### src/rtl/cbml_pkg.sv
// ----------------------------------------------------------------------------
// cbml_pkg
// Shared types and constants for the color box multi-label classifier.
// ----------------------------------------------------------------------------
`default_nettype none

package cbml_pkg;

   localparam int CHAN_W  = 8;
   localparam int LABEL_W = 8;
   localparam int SLOT_W  = 4;
   localparam int COUNT_W = 5;
   localparam int CSR_IDX_W  = 1;
   localparam int CSR_DATA_W = 8;
   localparam int ADDR_SLOTS = 16;

   // command codes of an input item
   localparam logic CMD_LOAD     = 1'b0;
   localparam logic CMD_CLASSIFY = 1'b1;

   // configuration register indexes
   localparam logic [CSR_IDX_W-1:0] CSR_ACTIVE_RANGES = 1'd0;
   localparam logic [CSR_IDX_W-1:0] CSR_UNKNOWN_LABEL = 1'd1;

   typedef logic [3*CHAN_W-1:0] rgb_type;

   typedef struct packed {
      logic [LABEL_W-1:0] label;
      rgb_type            high;
      rgb_type            low;
   } box_type;

   // controller to datapath
   typedef struct packed {
      logic load;          // write a box entry
      logic start;         // capture pixel, rewind scan
      logic capture_first; // current box becomes the first match
      logic push_match;    // emit pending label, current box becomes pending
      logic advance;       // step to next slot
      logic emit_final;    // emit pending (or unknown) as last item
   } cmd_type;

   // datapath to controller
   typedef struct packed {
      logic n_zero;
      logic j_last;
      logic hit_first;
      logic hit_more;
      logic out_free;
   } status_type;

endpackage

`default_nettype wire

### src/rtl/cbml_req_if.sv
// ----------------------------------------------------------------------------
// cbml_req_if
// Input channel: box loads and pixels to classify.
// ----------------------------------------------------------------------------
`default_nettype none

interface cbml_req_if;
   logic       valid;
   logic       ready;
   logic       command;
   logic [3:0] entry_index;
   logic [7:0] value_c0;
   logic [7:0] value_c1;
   logic [7:0] value_c2;
   logic [7:0] other_c0;
   logic [7:0] other_c1;
   logic [7:0] other_c2;
   logic [7:0] label_in;

   modport source (
      output valid, command, entry_index, value_c0, value_c1, value_c2,
             other_c0, other_c1, other_c2, label_in,
      input  ready
   );
   modport sink (
      input  valid, command, entry_index, value_c0, value_c1, value_c2,
             other_c0, other_c1, other_c2, label_in,
      output ready
   );
endinterface

`default_nettype wire

### src/rtl/cbml_rsp_if.sv
// ----------------------------------------------------------------------------
// cbml_rsp_if
// Result channel: labels of a classify, the last one flagged.
// ----------------------------------------------------------------------------
`default_nettype none

interface cbml_rsp_if;
   logic       valid;
   logic       ready;
   logic [7:0] label_out;
   logic [3:0] box_index;
   logic       is_unknown;
   logic       last;

   modport source (
      output valid, label_out, box_index, is_unknown, last,
      input  ready
   );
   modport sink (
      input  valid, label_out, box_index, is_unknown, last,
      output ready
   );
endinterface

`default_nettype wire

### src/rtl/cbml_ram.sv
// ----------------------------------------------------------------------------
// cbml_ram
// Generic single write port, single read port RAM with registered read.
// ----------------------------------------------------------------------------
`default_nettype none

module cbml_ram #(
   parameter int WIDTH = 8,
   parameter int DEPTH = 16
) (
   input  wire logic                                  clock,
   input  wire logic                                  wr_en,
   input  wire logic [(DEPTH > 1 ? $clog2(DEPTH) : 1)-1:0] wr_addr,
   input  wire logic [WIDTH-1:0]                      wr_data,
   input  wire logic [(DEPTH > 1 ? $clog2(DEPTH) : 1)-1:0] rd_addr,
   output logic      [WIDTH-1:0]                      rd_data
);

   logic [WIDTH-1:0] mem_ff [DEPTH];
   logic [WIDTH-1:0] rd_data_ff;

   always_ff @(posedge clock) begin
      if (wr_en) begin
         mem_ff[wr_addr] <= wr_data;
      end
      rd_data_ff <= mem_ff[rd_addr];
   end

   assign rd_data = rd_data_ff;

endmodule

`default_nettype wire

### src/rtl/cbml_ctrl.sv
// ----------------------------------------------------------------------------
// cbml_ctrl
// Sequencer: accepts items, walks the box table, orders result emission.
// ----------------------------------------------------------------------------
`default_nettype none

module cbml_ctrl (
   input  wire logic                 clock,
   input  wire logic                 reset,
   input  wire logic                 req_valid,
   input  wire logic                 req_command,
   input  wire cbml_pkg::status_type stat,
   output logic                      req_ready,
   output cbml_pkg::cmd_type         cmd
);

   localparam logic [1:0] ST_IDLE   = 2'd0;
   localparam logic [1:0] ST_SCAN   = 2'd1;
   localparam logic [1:0] ST_FINISH = 2'd2;

   logic [1:0] state_ff;
   logic [1:0] state_in;

   always_comb begin
      state_in  = state_ff;
      req_ready = 1'b0;
      cmd       = '0;
      case (state_ff)
         ST_IDLE: begin
            req_ready = 1'b1;
            if (req_valid) begin
               if (req_command == cbml_pkg::CMD_LOAD) begin
                  cmd.load = 1'b1;
               end else begin
                  cmd.start = 1'b1;
                  state_in  = stat.n_zero ? ST_FINISH : ST_SCAN;
               end
            end
         end
         ST_SCAN: begin
            // a further match must wait for room in the output register
            if (!(stat.hit_more && !stat.out_free)) begin
               cmd.capture_first = stat.hit_first;
               cmd.push_match    = stat.hit_more;
               cmd.advance       = 1'b1;
               if (stat.j_last) begin
                  state_in = ST_FINISH;
               end
            end
         end
         ST_FINISH: begin
            if (stat.out_free) begin
               cmd.emit_final = 1'b1;
               state_in       = ST_IDLE;
            end
         end
         default: begin
            state_in = ST_IDLE;
         end
      endcase
   end

   always_ff @(posedge clock) begin
      if (reset) begin
         state_ff <= ST_IDLE;
      end else begin
         state_ff <= state_in;
      end
   end

endmodule

`default_nettype wire

### src/rtl/cbml_dp.sv
// ----------------------------------------------------------------------------
// cbml_dp
// Datapath: config registers, corner ordering, box tests, result register.
// ----------------------------------------------------------------------------
`default_nettype none

module cbml_dp #(
   parameter int MAX_BOXES = 16
) (
   input  wire logic                                      clock,
   input  wire logic                                      reset,
   input  wire cbml_pkg::cmd_type                         cmd,
   output cbml_pkg::status_type                           stat,
   // configuration
   input  wire logic                                      csr_we,
   input  wire logic [cbml_pkg::CSR_IDX_W-1:0]            csr_index,
   input  wire logic [cbml_pkg::CSR_DATA_W-1:0]           csr_wdata,
   // input payload
   input  wire logic [cbml_pkg::SLOT_W-1:0]               entry_index,
   input  wire logic [3*cbml_pkg::CHAN_W-1:0]             value_rgb,
   input  wire logic [3*cbml_pkg::CHAN_W-1:0]             other_rgb,
   input  wire logic [cbml_pkg::LABEL_W-1:0]              label_in,
   // table memory
   output logic                                           ram_we,
   output logic [(MAX_BOXES > 1 ? $clog2(MAX_BOXES) : 1)-1:0] ram_waddr,
   output cbml_pkg::box_type                              ram_wdata,
   output logic [(MAX_BOXES > 1 ? $clog2(MAX_BOXES) : 1)-1:0] ram_raddr,
   input  wire cbml_pkg::box_type                         ram_rdata,
   // result
   output logic                                           rsp_valid,
   input  wire logic                                      rsp_ready,
   output logic [cbml_pkg::LABEL_W-1:0]                   rsp_label,
   output logic [cbml_pkg::SLOT_W-1:0]                    rsp_index,
   output logic                                           rsp_unknown,
   output logic                                           rsp_last
);

   localparam int AW   = (MAX_BOXES > 1) ? $clog2(MAX_BOXES) : 1;
   localparam int NCAP = (MAX_BOXES < cbml_pkg::ADDR_SLOTS) ? MAX_BOXES
                                                            : cbml_pkg::ADDR_SLOTS;
   localparam int LW   = (AW + 1 > cbml_pkg::COUNT_W) ? AW + 1 : cbml_pkg::COUNT_W;
   localparam int CW   = cbml_pkg::CHAN_W;

   // configuration
   logic [cbml_pkg::COUNT_W-1:0] active_ff;
   logic [cbml_pkg::LABEL_W-1:0] unknown_ff;

   always_ff @(posedge clock) begin
      if (reset) begin
         active_ff  <= '0;
         unknown_ff <= '0;
      end else if (csr_we) begin
         if (csr_index == cbml_pkg::CSR_ACTIVE_RANGES) begin
            active_ff <= csr_wdata[cbml_pkg::COUNT_W-1:0];
         end else if (csr_index == cbml_pkg::CSR_UNKNOWN_LABEL) begin
            unknown_ff <= csr_wdata[cbml_pkg::LABEL_W-1:0];
         end
      end
   end

   // load: order corners per channel
   always_comb begin
      ram_wdata.label = label_in;
      for (int c = 0; c < 3; c++) begin
         if (other_rgb[c*CW +: CW] > value_rgb[c*CW +: CW]) begin
            ram_wdata.low[c*CW +: CW]  = value_rgb[c*CW +: CW];
            ram_wdata.high[c*CW +: CW] = other_rgb[c*CW +: CW];
         end else begin
            ram_wdata.low[c*CW +: CW]  = other_rgb[c*CW +: CW];
            ram_wdata.high[c*CW +: CW] = value_rgb[c*CW +: CW];
         end
      end
   end

   assign ram_we    = cmd.load && (7'(entry_index) < 7'(MAX_BOXES));
   assign ram_waddr = AW'(entry_index);

   // scan position and effective box count
   logic [AW-1:0]                j_ff, j_in;
   logic [cbml_pkg::COUNT_W-1:0] n_ff;
   logic [cbml_pkg::COUNT_W-1:0] n_eff;
   cbml_pkg::rgb_type            px_ff;
   logic                         found_ff;

   assign n_eff = (active_ff > cbml_pkg::COUNT_W'(NCAP)) ? cbml_pkg::COUNT_W'(NCAP)
                                                         : active_ff;

   always_comb begin
      j_in = j_ff;
      if (cmd.start) begin
         j_in = '0;
      end else if (cmd.advance) begin
         j_in = j_ff + AW'(1);
      end
   end

   // read address follows the next scan position
   assign ram_raddr = j_in;

   always_ff @(posedge clock) begin
      j_ff <= j_in;
      if (cmd.start) begin
         n_ff  <= n_eff;
         px_ff <= value_rgb;
      end
   end

   always_ff @(posedge clock) begin
      if (reset) begin
         found_ff <= 1'b0;
      end else if (cmd.start) begin
         found_ff <= 1'b0;
      end else if (cmd.capture_first) begin
         found_ff <= 1'b1;
      end
   end

   // first match and pending result
   cbml_pkg::box_type            first_ff;
   logic [cbml_pkg::LABEL_W-1:0] pend_label_ff;
   logic [cbml_pkg::SLOT_W-1:0]  pend_index_ff;

   always_ff @(posedge clock) begin
      if (cmd.capture_first) begin
         first_ff <= ram_rdata;
      end
      if (cmd.capture_first || cmd.push_match) begin
         pend_label_ff <= ram_rdata.label;
         pend_index_ff <= cbml_pkg::SLOT_W'(j_ff);
      end
   end

   // box tests on the entry read this cycle
   logic holds;
   logic overlap;

   always_comb begin
      logic [CW-1:0] lo_max;
      logic [CW-1:0] hi_min;
      holds   = 1'b1;
      overlap = 1'b1;
      for (int c = 0; c < 3; c++) begin
         if (px_ff[c*CW +: CW] < ram_rdata.low[c*CW +: CW] ||
             px_ff[c*CW +: CW] > ram_rdata.high[c*CW +: CW]) begin
            holds = 1'b0;
         end
         lo_max = (ram_rdata.low[c*CW +: CW] > first_ff.low[c*CW +: CW])
                  ? ram_rdata.low[c*CW +: CW] : first_ff.low[c*CW +: CW];
         hi_min = (ram_rdata.high[c*CW +: CW] < first_ff.high[c*CW +: CW])
                  ? ram_rdata.high[c*CW +: CW] : first_ff.high[c*CW +: CW];
         if (hi_min <= lo_max) begin
            overlap = 1'b0;
         end
      end
   end

   // result register
   logic                         rsp_valid_ff;
   logic [cbml_pkg::LABEL_W-1:0] rsp_label_ff;
   logic [cbml_pkg::SLOT_W-1:0]  rsp_index_ff;
   logic                         rsp_unknown_ff;
   logic                         rsp_last_ff;
   logic                         out_free;

   assign out_free = !rsp_valid_ff || rsp_ready;

   always_ff @(posedge clock) begin
      if (reset) begin
         rsp_valid_ff <= 1'b0;
      end else if (cmd.push_match || cmd.emit_final) begin
         rsp_valid_ff <= 1'b1;
      end else if (rsp_ready) begin
         rsp_valid_ff <= 1'b0;
      end
   end

   always_ff @(posedge clock) begin
      if (cmd.push_match) begin
         rsp_label_ff   <= pend_label_ff;
         rsp_index_ff   <= pend_index_ff;
         rsp_unknown_ff <= 1'b0;
         rsp_last_ff    <= 1'b0;
      end else if (cmd.emit_final) begin
         rsp_label_ff   <= found_ff ? pend_label_ff : unknown_ff;
         rsp_index_ff   <= found_ff ? pend_index_ff : '0;
         rsp_unknown_ff <= !found_ff;
         rsp_last_ff    <= 1'b1;
      end
   end

   assign rsp_valid   = rsp_valid_ff;
   assign rsp_label   = rsp_label_ff;
   assign rsp_index   = rsp_index_ff;
   assign rsp_unknown = rsp_unknown_ff;
   assign rsp_last    = rsp_last_ff;

   // status
   assign stat.n_zero    = (active_ff == '0);
   assign stat.j_last    = (LW'(j_ff) + LW'(1)) == LW'(n_ff);
   assign stat.hit_first = !found_ff && holds;
   assign stat.hit_more  = found_ff && holds && overlap &&
                           (ram_rdata.label != first_ff.label);
   assign stat.out_free  = out_free;

endmodule

`default_nettype wire

### src/rtl/color_box_multilabel_classifier_top.sv
// ----------------------------------------------------------------------------
// color_box_multilabel_classifier_top
// Classifies pixels against a table of labeled color boxes, emitting the
// first holding box's label plus differing labels of later holding boxes that overlap it.
// ----------------------------------------------------------------------------
//
//  channel   dir   handshake              payload
//  req_ch    in    valid / ready          command, entry_index, value_c*,
//                                         other_c*, label_in
//  rsp_ch    out   valid / ready          label_out, box_index, is_unknown,
//                                         last
//  csr_*     in    csr_we (no stall)      csr_index, csr_wdata
//
//  a load is taken in IDLE; the block accepts the next item right after
//  a classify is accepted in IDLE, then the scan reads and tests one box entry
//  per cycle from the table ram while it is not held (n = active boxes, at most
//  16), and a closing step emits the last or unknown label
//  a stalled result channel holds the scan when a further label is ready
//  reset is synchronous, active high; the box table is not cleared
//
`default_nettype none

module color_box_multilabel_classifier_top #(
   parameter int MAX_BOXES = 16
) (
   input  wire logic                               clock,
   input  wire logic                               reset,
   cbml_req_if.sink                                req_ch,
   cbml_rsp_if.source                              rsp_ch,
   input  wire logic                               csr_we,
   input  wire logic [cbml_pkg::CSR_IDX_W-1:0]     csr_index,
   input  wire logic [cbml_pkg::CSR_DATA_W-1:0]    csr_wdata
);

   localparam int AW = (MAX_BOXES > 1) ? $clog2(MAX_BOXES) : 1;

   cbml_pkg::cmd_type    cmd;
   cbml_pkg::status_type stat;

   // table memory hookup
   logic                 ram_we;
   logic [AW-1:0]        ram_waddr;
   logic [AW-1:0]        ram_raddr;
   cbml_pkg::box_type    ram_wdata;
   cbml_pkg::box_type    ram_rdata;

   // sequencer
   cbml_ctrl u_ctrl (
      .clock       (clock),
      .reset       (reset),
      .req_valid   (req_ch.valid),
      .req_command (req_ch.command),
      .stat        (stat),
      .req_ready   (req_ch.ready),
      .cmd         (cmd)
   );

   // datapath, pixel and corners packed channel 0 in the low byte
   cbml_dp #(
      .MAX_BOXES (MAX_BOXES)
   ) u_dp (
      .clock       (clock),
      .reset       (reset),
      .cmd         (cmd),
      .stat        (stat),
      .csr_we      (csr_we),
      .csr_index   (csr_index),
      .csr_wdata   (csr_wdata),
      .entry_index (req_ch.entry_index),
      .value_rgb   ({req_ch.value_c2, req_ch.value_c1, req_ch.value_c0}),
      .other_rgb   ({req_ch.other_c2, req_ch.other_c1, req_ch.other_c0}),
      .label_in    (req_ch.label_in),
      .ram_we      (ram_we),
      .ram_waddr   (ram_waddr),
      .ram_wdata   (ram_wdata),
      .ram_raddr   (ram_raddr),
      .ram_rdata   (ram_rdata),
      .rsp_valid   (rsp_ch.valid),
      .rsp_ready   (rsp_ch.ready),
      .rsp_label   (rsp_ch.label_out),
      .rsp_index   (rsp_ch.box_index),
      .rsp_unknown (rsp_ch.is_unknown),
      .rsp_last    (rsp_ch.last)
   );

   // box table: bounds and label per slot
   cbml_ram #(
      .WIDTH ($bits(cbml_pkg::box_type)),
      .DEPTH (MAX_BOXES)
   ) u_table (
      .clock   (clock),
      .wr_en   (ram_we),
      .wr_addr (ram_waddr),
      .wr_data (ram_wdata),
      .rd_addr (ram_raddr),
      .rd_data (ram_rdata)
   );

endmodule

`default_nettype wire
### src/flat_wrapper.sv
// flat-port wrapper written by rule: the top's interface ports become plain ports
module color_box_multilabel_classifier_top_flat 
#(
   parameter int MAX_BOXES = 16
)
  (clock, reset, csr_we, csr_index, csr_wdata, req_ch_valid, req_ch_command, req_ch_entry_index, req_ch_value_c0, req_ch_value_c1, req_ch_value_c2, req_ch_other_c0, req_ch_other_c1, req_ch_other_c2, req_ch_label_in, req_ch_ready, rsp_ch_valid, rsp_ch_label_out, rsp_ch_box_index, rsp_ch_is_unknown, rsp_ch_last, rsp_ch_ready);
  cbml_req_if req_ch_i ();
  cbml_rsp_if rsp_ch_i ();
  input  wire logic clock;
  input  wire logic reset;
  input  wire logic csr_we;
  input  wire logic [cbml_pkg::CSR_IDX_W-1:0] csr_index;
  input  wire logic [cbml_pkg::CSR_DATA_W-1:0] csr_wdata;
  input wire logic [$bits(req_ch_i.valid)-1:0] req_ch_valid;
  input wire logic [$bits(req_ch_i.command)-1:0] req_ch_command;
  input wire logic [$bits(req_ch_i.entry_index)-1:0] req_ch_entry_index;
  input wire logic [$bits(req_ch_i.value_c0)-1:0] req_ch_value_c0;
  input wire logic [$bits(req_ch_i.value_c1)-1:0] req_ch_value_c1;
  input wire logic [$bits(req_ch_i.value_c2)-1:0] req_ch_value_c2;
  input wire logic [$bits(req_ch_i.other_c0)-1:0] req_ch_other_c0;
  input wire logic [$bits(req_ch_i.other_c1)-1:0] req_ch_other_c1;
  input wire logic [$bits(req_ch_i.other_c2)-1:0] req_ch_other_c2;
  input wire logic [$bits(req_ch_i.label_in)-1:0] req_ch_label_in;
  output wire logic [$bits(req_ch_i.ready)-1:0] req_ch_ready;
  output wire logic [$bits(rsp_ch_i.valid)-1:0] rsp_ch_valid;
  output wire logic [$bits(rsp_ch_i.label_out)-1:0] rsp_ch_label_out;
  output wire logic [$bits(rsp_ch_i.box_index)-1:0] rsp_ch_box_index;
  output wire logic [$bits(rsp_ch_i.is_unknown)-1:0] rsp_ch_is_unknown;
  output wire logic [$bits(rsp_ch_i.last)-1:0] rsp_ch_last;
  input wire logic [$bits(rsp_ch_i.ready)-1:0] rsp_ch_ready;
  assign req_ch_i.valid = req_ch_valid;
  assign req_ch_i.command = req_ch_command;
  assign req_ch_i.entry_index = req_ch_entry_index;
  assign req_ch_i.value_c0 = req_ch_value_c0;
  assign req_ch_i.value_c1 = req_ch_value_c1;
  assign req_ch_i.value_c2 = req_ch_value_c2;
  assign req_ch_i.other_c0 = req_ch_other_c0;
  assign req_ch_i.other_c1 = req_ch_other_c1;
  assign req_ch_i.other_c2 = req_ch_other_c2;
  assign req_ch_i.label_in = req_ch_label_in;
  assign req_ch_ready = req_ch_i.ready;
  assign rsp_ch_valid = rsp_ch_i.valid;
  assign rsp_ch_label_out = rsp_ch_i.label_out;
  assign rsp_ch_box_index = rsp_ch_i.box_index;
  assign rsp_ch_is_unknown = rsp_ch_i.is_unknown;
  assign rsp_ch_last = rsp_ch_i.last;
  assign rsp_ch_i.ready = rsp_ch_ready;
  color_box_multilabel_classifier_top #(.MAX_BOXES(MAX_BOXES)) u_core (.clock(clock), .reset(reset), .req_ch(req_ch_i), .rsp_ch(rsp_ch_i), .csr_we(csr_we), .csr_index(csr_index), .csr_wdata(csr_wdata));
endmodule
### config.mk
export PLATFORM = sky130hd
export DESIGN_NAME = color_box_multilabel_classifier_top_flat
export DESIGN_NICKNAME = d
export VERILOG_FILES = /design/src/rtl/cbml_pkg.sv /design/src/rtl/cbml_req_if.sv /design/src/rtl/cbml_rsp_if.sv /design/src/rtl/cbml_ram.sv /design/src/rtl/cbml_ctrl.sv /design/src/rtl/cbml_dp.sv /design/src/rtl/color_box_multilabel_classifier_top.sv /design/src/flat_wrapper.sv
export SDC_FILE = /design/constraint.sdc
export NUM_CORES = 1
export LEC_CHECK = 0
export BUFFER_PORTS_ARGS = -buffer_cell sky130_fd_sc_hd__buf_2
export CORE_MARGIN = 5
export CORE_UTILIZATION = 40
export DETAILED_ROUTE_END_ITERATION = 8
export SYNTH_ARGS = -nofsm -noshare
export SYNTH_HDL_FRONTEND = slang
export SYNTH_HIERARCHICAL = 1
export SYNTH_SLANG_ARGS = --single-unit
### constraint.sdc
create_clock -name clock -period 15.3 [get_ports clock]
set_input_delay 2.295 -clock clock [delete_from_list [all_inputs] [get_ports clock]]
set_output_delay 2.295 -clock clock [all_outputs]
set_load 0.01 [all_outputs]
# After elaboration in Yosys (flattened, before gate mapping)
# Memory sizes are Yosys's and may differ from the RTL's. A register that Yosys moved wholly into a read port is not among the register bits.
# Cells that the tools add are included.
# totals
regBits	132
mem_bits_rw	896
in_bits	75
out_inout_bits	16
elab_cells	117
n_memories	1
# mem_list
memory	depth	width	read_ports	rd_ports_with_merged_regs	write_ports	line_no	text
u_core.u_table.mem_ff	16	56	1	1	1	cbml_ram.sv:19	logic [WIDTH-1:0] mem_ff [DEPTH];
# op_classes
addsub	2
n_lt_le_gt_ge	19
n_eq_ne	9
muxes	46
bitwise	1
reduce_logical	22
# op_table
cell	n
8-bit 2-to-1 mux	15
8-bit greater-than comparator	9
8-bit < comparator	6
8-bit less-or-equal comparator	3
4-bit 2-to-1 mux	5
2-bit 2-to-1 mux	8
1-bit 2-to-1 mux	15
2-bit != test, second input constant	4
8-bit != test	1
1-bit logical OR	6
3-bit 2-to-1 mux	2
2-bit case mux with 3 select lines	1
4-bit by 1-bit adder with 5-bit output, second input constant	1
5-bit == test	1
5-bit greater-than comparator, second input constant	1
1-bit logical AND	5
5-bit zero test	1
5-bit AND reduction	1
4-bit by 1-bit adder with 4-bit output, second input constant	1
2-bit AND reduction	2
2-bit nonzero test	2
1-bit zero test	3
2-bit by 1-bit == test with 1-bit output, second input constant	1
2-bit == test, second input constant	1
4 further kinds	4

# Depth between registers and ports, before layout
# Gate-level depths: netlist of the first run.
# depth
ltp_word	13
mapped_depth	26
mapped_depth_nobuf	23

# Cells and area by module
# Netlist of the first run, hierarchy kept.
# by_module_without_submodules
mod	instances	cells_each	area_per_inst_um2
cbml_ram	1	1445	34678.3
cbml_dp	1	815	9126.3
cbml_ctrl	1	23	210.2

# Worst setup path after synthesis of the first run
# Ideal clock, no wire load.
# synth_path
path_type	input to register
from	in req_ch_command
to	mem u_core/u_table/mem_ff[0][0] in the netlist's numbering, enable pin
setup_ns	0.539
arrival_ns	6.988
t_required_ns	14.761
setup_slack_ns	7.773
path_stages	4
path_cell_list	nor4b_1 -> buf_4 -> or3b_2 -> nor3_1
# synth_between
elab_chain_cells	5
# synth_lines
item	line_no	text
start: declaration	flat_wrapper.sv:15	input wire logic [$bits(req_ch_i.command)-1:0] req_ch_command;
1-bit 2-to-1 mux	cbml_ctrl.sv:32	if (req_command == cbml_pkg::CMD_LOAD) begin
2-bit 2-to-1 mux	cbml_ctrl.sv:31	if (req_valid) begin
2-bit 2-to-1 mux	cbml_ctrl.sv:28	case (state_ff)
net u_core.ram_we	color_box_multilabel_classifier_top.sv:41	logic ram_we;
1-bit 2-to-1 mux	cbml_ram.sv:23	if (wr_en) begin
1-bit 2-to-1 mux (not written as such)	cbml_ram.sv:24	mem_ff[wr_addr] <= wr_data;
end: declaration	cbml_ram.sv:19	
# The timed path passes the listed nets, and every way through them passes these cells.

==> results of run 1 <==
-- routing by layer --
layer	vias up	GRT usage [%]	share of wire [%]
met5	-	0	0.013
met3	115	2.81	5.5
met4	2	4.04	1.7
met1	11673	23.8	42
li1	9494	-	-
met2	647	30.5	51
-- registers in the layout, indices dropped and copies added (netlist names) --
name,flops
u_core/u_dp/first_ff,56
u_core/u_dp/pend_index_ff,4
u_core/u_ctrl/state_ff,2
u_core/u_dp/active_ff,5
u_core/u_dp/pend_label_ff,8
u_core/u_dp/rsp_index,4
u_core/u_dp/unknown_ff,8
u_core/u_dp/px_ff,24
u_core/u_dp/j_ff,4
u_core/u_table/rd_data,56
u_core/u_dp/rsp_label,8
u_core/u_dp/found_ff,1
u_core/u_dp/rsp_last,1
u_core/u_dp/n_ff,5
u_core/u_table/mem_ff,896
u_core/u_dp/rsp_unknown,1
u_core/u_dp/rsp_valid,1
-- metrics by stage --
step	util [%]	std cells	hold WS, ns	total power, W
global route	45.6	3928	0.479	0.00803
global placement	42.2	3728	0.447	0.00501
finish	45.6	3928	0.461	0.00768
CTS	45.6	3928	0.460	0.00777
floorplan	-	2283	0.427	0.00470
detailed placement	42.2	3728	0.451	0.00504
-- cells by family after synthesis --
family	Yosys count
buffers and inverters	221
flip-flops	1084
XOR/XNOR	16
multiplexers	335
AND/OR/NAND/NOR	248
adder cells (fa/ha/maj)	139
AO/OA/AOI/OAI	240
-- power by group --
group          internal (W)  total, W  switching [W]
Sequential          0.00339   0.00349      0.0000986
Clock               0.00161   0.00273        0.00113
Combinational      0.000705   0.00146       0.000754
-- cells in the final DEF (no fill, tap or decap), drive strengths merged, types with 56 or more instances in the layout --
master     n
ha       139
mux2      59
a22oi    112
clkbuf   139
buf      136
inv      121
nand2     81
dfxtp     79
edfxtp  1005
mux4     224
a21oi     56
-- worst max-delay path by stage --
stage                                       start                               endpoint
2_1_floorplan                      req_ch_command  u_core/u_table/mem_ff[0][0]$_DFFE_PP_
3_3_place_gp   u_core/u_table/rd_data[21]$_DFF_P_     u_core/u_table/rd_data[40]$_DFF_P_
3_5_place_dp   u_core/u_table/rd_data[21]$_DFF_P_     u_core/u_table/rd_data[40]$_DFF_P_
4_1_cts        u_core/u_table/rd_data[21]$_DFF_P_     u_core/u_table/rd_data[40]$_DFF_P_
5_1_grt        u_core/u_table/rd_data[21]$_DFF_P_     u_core/u_table/rd_data[40]$_DFF_P_
6_report       u_core/u_table/rd_data[21]$_DFF_P_     u_core/u_table/rd_data[40]$_DFF_P_
-- Yosys cell counts (6+ instances only) --
master    count  area share, %
clkbuf_1     49           0.42
nand2_1      81           0.69
nand2b_1     16           0.23
ha_1        139            4.0
xor2_1       12           0.24
mux2_4       30            1.0
nand3_1      12           0.14
mux2_2       26           0.67
inv_1       116           0.99
mux2i_1      52            1.2
buf_2        11           0.13
o31a_1        6           0.12
o21ai_1       6          0.068
nor2_1       51           0.43
o21ai_0      16           0.18
a21o_1       15           0.26
dfxtp_1      79            3.6
buf_4        23           0.39
edfxtp_1   1005             69
mux4_2      224             11
a211oi_1      9           0.15
nor3_1        8          0.091
buf_6        19           0.49
a22oi_1     112            1.9
a21oi_1      53           0.60
nor2b_1      31           0.44
nand4_1      30           0.43
-- layout make-up --
| class | count | area share (%) |
|---|---|---|
| timing repair buffer | 136 | 1.60 |
| tap | 1414 | 3.56 |
| clock inverter | 61 | 1.67 |
| clock buffer | 139 | 5.76 |
| multi-input combinational | 978 | 22.7 |
| inverter | 116 | 0.875 |
| sequential | 1084 | 63.8 |
-- worst max-delay path, stage by stage (launching register included) --
cell,delay (ns)
dfxtp_1,0.45
ha_1,0.29
a21o_1,0.16
a21oi_1,0.14
nor2b_1,0.06
o22ai_1,0.12
o31a_1,0.47
mux2_1,0.38
ha_1,0.18
nor2b_1,0.10
o211ai_1,0.09
a21oi_1,0.43
o311ai_0,0.24
a221o_1,0.38
nor4_1,0.20
buf_4,0.16
nand2b_1,0.06
and3b_2,0.26
mux2i_1,0.17
nor2_4,0.79
buf_4,0.75
buf_4,0.77
mux4_2,0.41
a22oi_1,0.25
nand2_1,0.08
==> out/qor.txt, run 1 <==
leading register cell type out of synthesis -> edfxtp_1
Synth Area in Adders -> 3.95%
Clock Skew -> 0.0168 ns
maxcap violations -> 0
Synth Area in XOR/XNOR -> 0.318%
initial antenna violation count -> 1
fraction of layout cells with a size suffix above 1 -> 24.8%
CTS Buffer Depth -> 3
Worst Path Required -> 15.85 ns
Final Critical Period -> 7.64 ns
Max Fclk -> 131 MHz
# fillers -> 9,089
R2R cell count -> 24
diode count -> 0
worst setup path class -> reg -> reg
Vias -> 21,931
CP Max Fanout -> 55
Cell Area, Synth -> 44,000 um^2
reg2reg end -> u_core/u_table/rd_data[40]$_DFF_P_
gpl congestion -> 0.848
flop2flop setup slack -> 7.66 ns
Hold Startpoint -> u_core/u_dp/unknown_ff[7]$_SDFFE_PP0P_
Root Buffer -> clkbuf_16
Final setup viols -> 0
main combinational cell family by area after synthesis -> multiplexers
ys async rst share -> 0%
CTS resizes -> 0
Routed WL -> 104,000 um
RSZ-0062 raised after global routing -> no
Data arrival, critical path -> 8.19 ns
mux cell area share after synthesis -> 14.4%
Total Negative Setup Slacks -> 0 ns
worst slack at placement -> 7.48 ns
initial core utilization -> 40.4%
simple-gate share of the synthesized area -> 2.81%
CTS Buf Count -> 106
reg2reg start -> u_core/u_table/rd_data[21]$_DFF_P_
first-pass GRT wire length -> 153,000 um
hold crit path type -> reg -> reg
Die Ht -> 342 um
total gr overflow -> 0
Pleak -> 16.8 nW
fin area -> 49,700 um^2
average routed wire per standard cell -> 26.5 um
Final Hold Viols -> 0
Startpoint Class -> flip-flop
status -> completed
gr usage total -> 17.7%
DRT Pass-1 Iters -> 5
CTS tree -> built
Synth Register Bits -> 1,084
vias in the first global route -> 22,856
die width -> 342 um
DR DRC count -> 0
number of buffers added for setup after CTS -> 0
core area -> 109,000 um^2
Worst Setup End Kind -> flip-flop
Power Density -> 154 nW/um^2
IO Port Bufs -> 90
post-synthesis cell count -> 2,283
area post-placement -> 46,000 um^2
DIE AREA -> 117,000 um^2
final worst-path cycle share -> 50.0%
CTS H-tree depth -> 3
Avg Synthesized Cell Area -> 19.3 um^2
synthesis-to-layout area growth -> 13.0%
# rows -> 121
Yosys Warn Count -> 6
num ports -> 91
VDD IR max -> 0.133 mV
Hold Buf Count CTS -> 0
synthesized net count -> 2,497
setup ws final -> 7.66 ns
synth unique cells -> 54
Final ANT Viol Nets -> 0
DPL Wire Length -> 58,100 um
Vias per Instance -> 5.58
final slew viol count -> 0
Worst-path clk slew -> 0.06 ns
Seq/Total Area, Yosys -> 72.2%
hold worst-path end -> u_core/u_dp/unknown_ff[7]$_SDFFE_PP0P_
pin count of the biggest net entering global routing -> 58
Synth Area in Compound Gates -> 3.80%
CTS sink cnt -> 1,084
Worst-Margin Slew -> 1.25 ns
Post-synth EDFFs -> 1,005
Initial DRC Count -> 1,700
Reg area -> 31,800 um^2
clk_lat worst skew -> 0.68 ns
# nets final -> 2,636
worst hold path depth -> 2
Slew HR -> 15.9%
Multi-input gate area -> 11,300 um^2
Note: power is estimated with default switching activity, not from simulation.
==> run 2, diff against run 1 <==
==> constraint.sdc (replaced) <==
create_clock -name clock -period 7.72 [get_ports clock]
set_input_delay 1.158 -clock clock [delete_from_list [all_inputs] [get_ports clock]]
set_output_delay 1.158 -clock clock [all_outputs]
set_load 0.01 [all_outputs]
==> run 2 against run 1 <==
  * Non-clock buffer count up 9
  * Highest routed layer unchanged
  * Clock-buffer cell count up 20
  * Combinational power up 110%
  * Fmax up 6.3%
  * Setup slack worse by 7.1 ns
  * Critical path depth down 1
  * Final area up 0.11%
  * Via count up 0.69%
  * Die area unchanged
==> out/qor.txt, run 2 (synthesized netlist as in run 1, its figures left out) <==
status -> completed
# nets final -> 2,648
CTS tree -> built
CTS Buffer Depth -> 3
Max Fclk -> 139 MHz
Final ANT Viol Nets -> 0
Final setup viols -> 0
Reg area -> 31,800 um^2
Final Hold Viols -> 0
Startpoint Class -> flip-flop
Final Non-Filler Cells -> 3,941
vias in the first global route -> 23,025
CTS H-tree depth -> 3
Worst Setup End Kind -> flip-flop
Worst-path clk slew -> 0.06 ns
fin area -> 49,800 um^2
VDD IR max -> 0.220 mV
CTS resizes -> 0
Hold Startpoint -> u_core/u_dp/unknown_ff[1]$_SDFFE_PP0P_
CTS sink cnt -> 1,084
DR DRC count -> 0
Pleak -> 16.8 nW
worst setup path class -> reg -> reg
hold worst-path end -> u_core/u_dp/unknown_ff[1]$_SDFFE_PP0P_
# fillers -> 9,146
num ports -> 91
Total Negative Setup Slacks -> 0 ns
maxcap violations -> 0
Die Ht -> 342 um
clk_lat worst skew -> 0.68 ns
Int Pwr -> 0.0112 W
Worst-Margin Slew -> 1.35 ns
Clock Skew -> 0.0202 ns
first-pass GRT wire length -> 154,000 um
number of buffers added for setup after CTS -> 0
Routed WL -> 106,000 um
register with the most flip-flops -> u_core/u_table/mem_ff
reg2reg end -> u_core/u_table/rd_data[17]$_DFF_P_
worst setup path startpoint -> u_core/u_table/rd_data[13]$_DFF_P_
Root Buffer -> clkbuf_16
Vias per Instance -> 5.60
fraction of layout cells with a size suffix above 1 -> 24.7%
core area -> 109,000 um^2
Power Density -> 302 nW/um^2
Logic pwr share -> 20.0%
synthesis-to-layout area growth -> 13.1%
CP Max Fanout -> 39
total gr overflow -> 0
reg2reg start -> u_core/u_table/rd_data[13]$_DFF_P_
DPL Wire Length -> 59,200 um
area post-placement -> 46,300 um^2
Final Critical Period -> 7.19 ns
Multi-input gate area -> 11,300 um^2
DRT Pass-1 Iters -> 5
Worst Path Required -> 8.22 ns
die width -> 342 um
gpl congestion -> 0.828
RSZ-0062 raised after global routing -> no
final worst-path cycle share -> 93.1%
hold crit path type -> reg -> reg
Net Sw Frac -> 25.8%
hold slack -> 0.460 ns
Cells after DPL -> 3,737
Slew HR -> 9.45%
sw power -> 0.00389 W
# rows -> 121
clock power share -> 34.0%
R2R cell count -> 23
commonest non-fill, non-tap cell in the layout -> edfxtp_1
gr usage total -> 17.9%
IO Port Bufs -> 90
average routed wire per standard cell -> 26.9 um
initial core utilization -> 40.4%
flop2flop setup slack -> 0.53 ns
Hold Buf Count CTS -> 0
Initial DRC Count -> 1,972
Final Util -> 45.7%
DIE AREA -> 117,000 um^2
Vias -> 22,083
initial antenna violation count -> 6
Reg power frac -> 46.0%
commonest cells after routing, fill and taps aside -> 1,005 x edfxtp_1, 224 x mux4_2, 139 x ha_1
Largest register FFs -> 896
pin count of the biggest net entering global routing -> 75
CTS Buf Count -> 109
Data arrival, critical path -> 7.69 ns
worst hold path depth -> 2
final slew viol count -> 0
run 2: cell count changes in the layout (fill, tap and decap cells not counted), sizes merged:
cell,before,now
clkbuf,139,159
clkinvlp,8,2
clkinv,32,34
diode,0,1
buf,136,145
bufinv,16,3
run 2: final cells by class:
class,instances,area share (%)
well taps,1414,3.55
multi-input cells,978,22.7
diodes,1,0.00503
clock inverters,44,0.623
clock buffers,159,6.39
repair buffers,145,2.11
flip-flops and latches,1084,63.8
inverters,116,0.874
run 2: power groups by stage:
stage	sequential [W]	combinational [W]	clock [W]
finish	0.00693	0.00301	0.00511
CTS	0.00693	0.00305	0.00522
global placement	0.00705	0.00297	0
global route	0.00695	0.00330	0.00549
detailed placement	0.00705	0.00303	0
floorplan	0.00695	0.00238	0
run 2: critical path: stages (launching register included):
cell	delay (ns)
dfxtp_1	0.45
ha_1	0.29
a21o_1	0.16
a21oi_1	0.14
nor2b_1	0.06
o22ai_1	0.13
o31a_1	0.48
mux2i_1	0.29
ha_1	0.26
nand4_1	0.14
o21ai_0	0.21
nor3_1	0.18
o311ai_0	0.24
a221o_1	0.34
nor4_1	1.02
nand2b_1	0.15
and3b_2	0.32
xnor2_1	0.17
nor2_4	0.41
buf_12	0.25
buf_12	0.32
mux4_2	0.54
a22oi_1	0.21
nand2_1	0.18
run 2: how the worst max path moves through the flow:
stage                                            end  slack [ns]  cells past startpoint
3_3_place_gp      u_core/u_table/rd_data[17]$_DFF_P_        0.86                     23
3_5_place_dp      u_core/u_table/rd_data[17]$_DFF_P_        0.71                     23
6_report          u_core/u_table/rd_data[17]$_DFF_P_        0.53                     23
2_1_floorplan  u_core/u_table/mem_ff[0][0]$_DFFE_PP_        1.33                      4
5_1_grt           u_core/u_table/rd_data[17]$_DFF_P_        0.30                     24
4_1_cts           u_core/u_table/rd_data[17]$_DFF_P_        0.65                     23
run 2: layer usage:
layer | global-route usage (%) | up-vias | part of all wire (%)
met5 | 0 | - | 0.023
met4 | 5.72 | 4 | 3.0
met3 | 3.09 | 170 | 5.9
met2 | 30.8 | 668 | 50
met1 | 23.4 | 11722 | 41
li1 | - | 9519 | -
run 2: per-stage QoR:
step	setup slack, ns	power (W)
2_1_floorplan	1.33	0.00932
3_3_place_gp	0.861	0.0100
3_5_place_dp	0.709	0.0101
4_1_cts	0.652	0.0152
5_1_grt	0.299	0.0157
6_report	0.531	0.0151
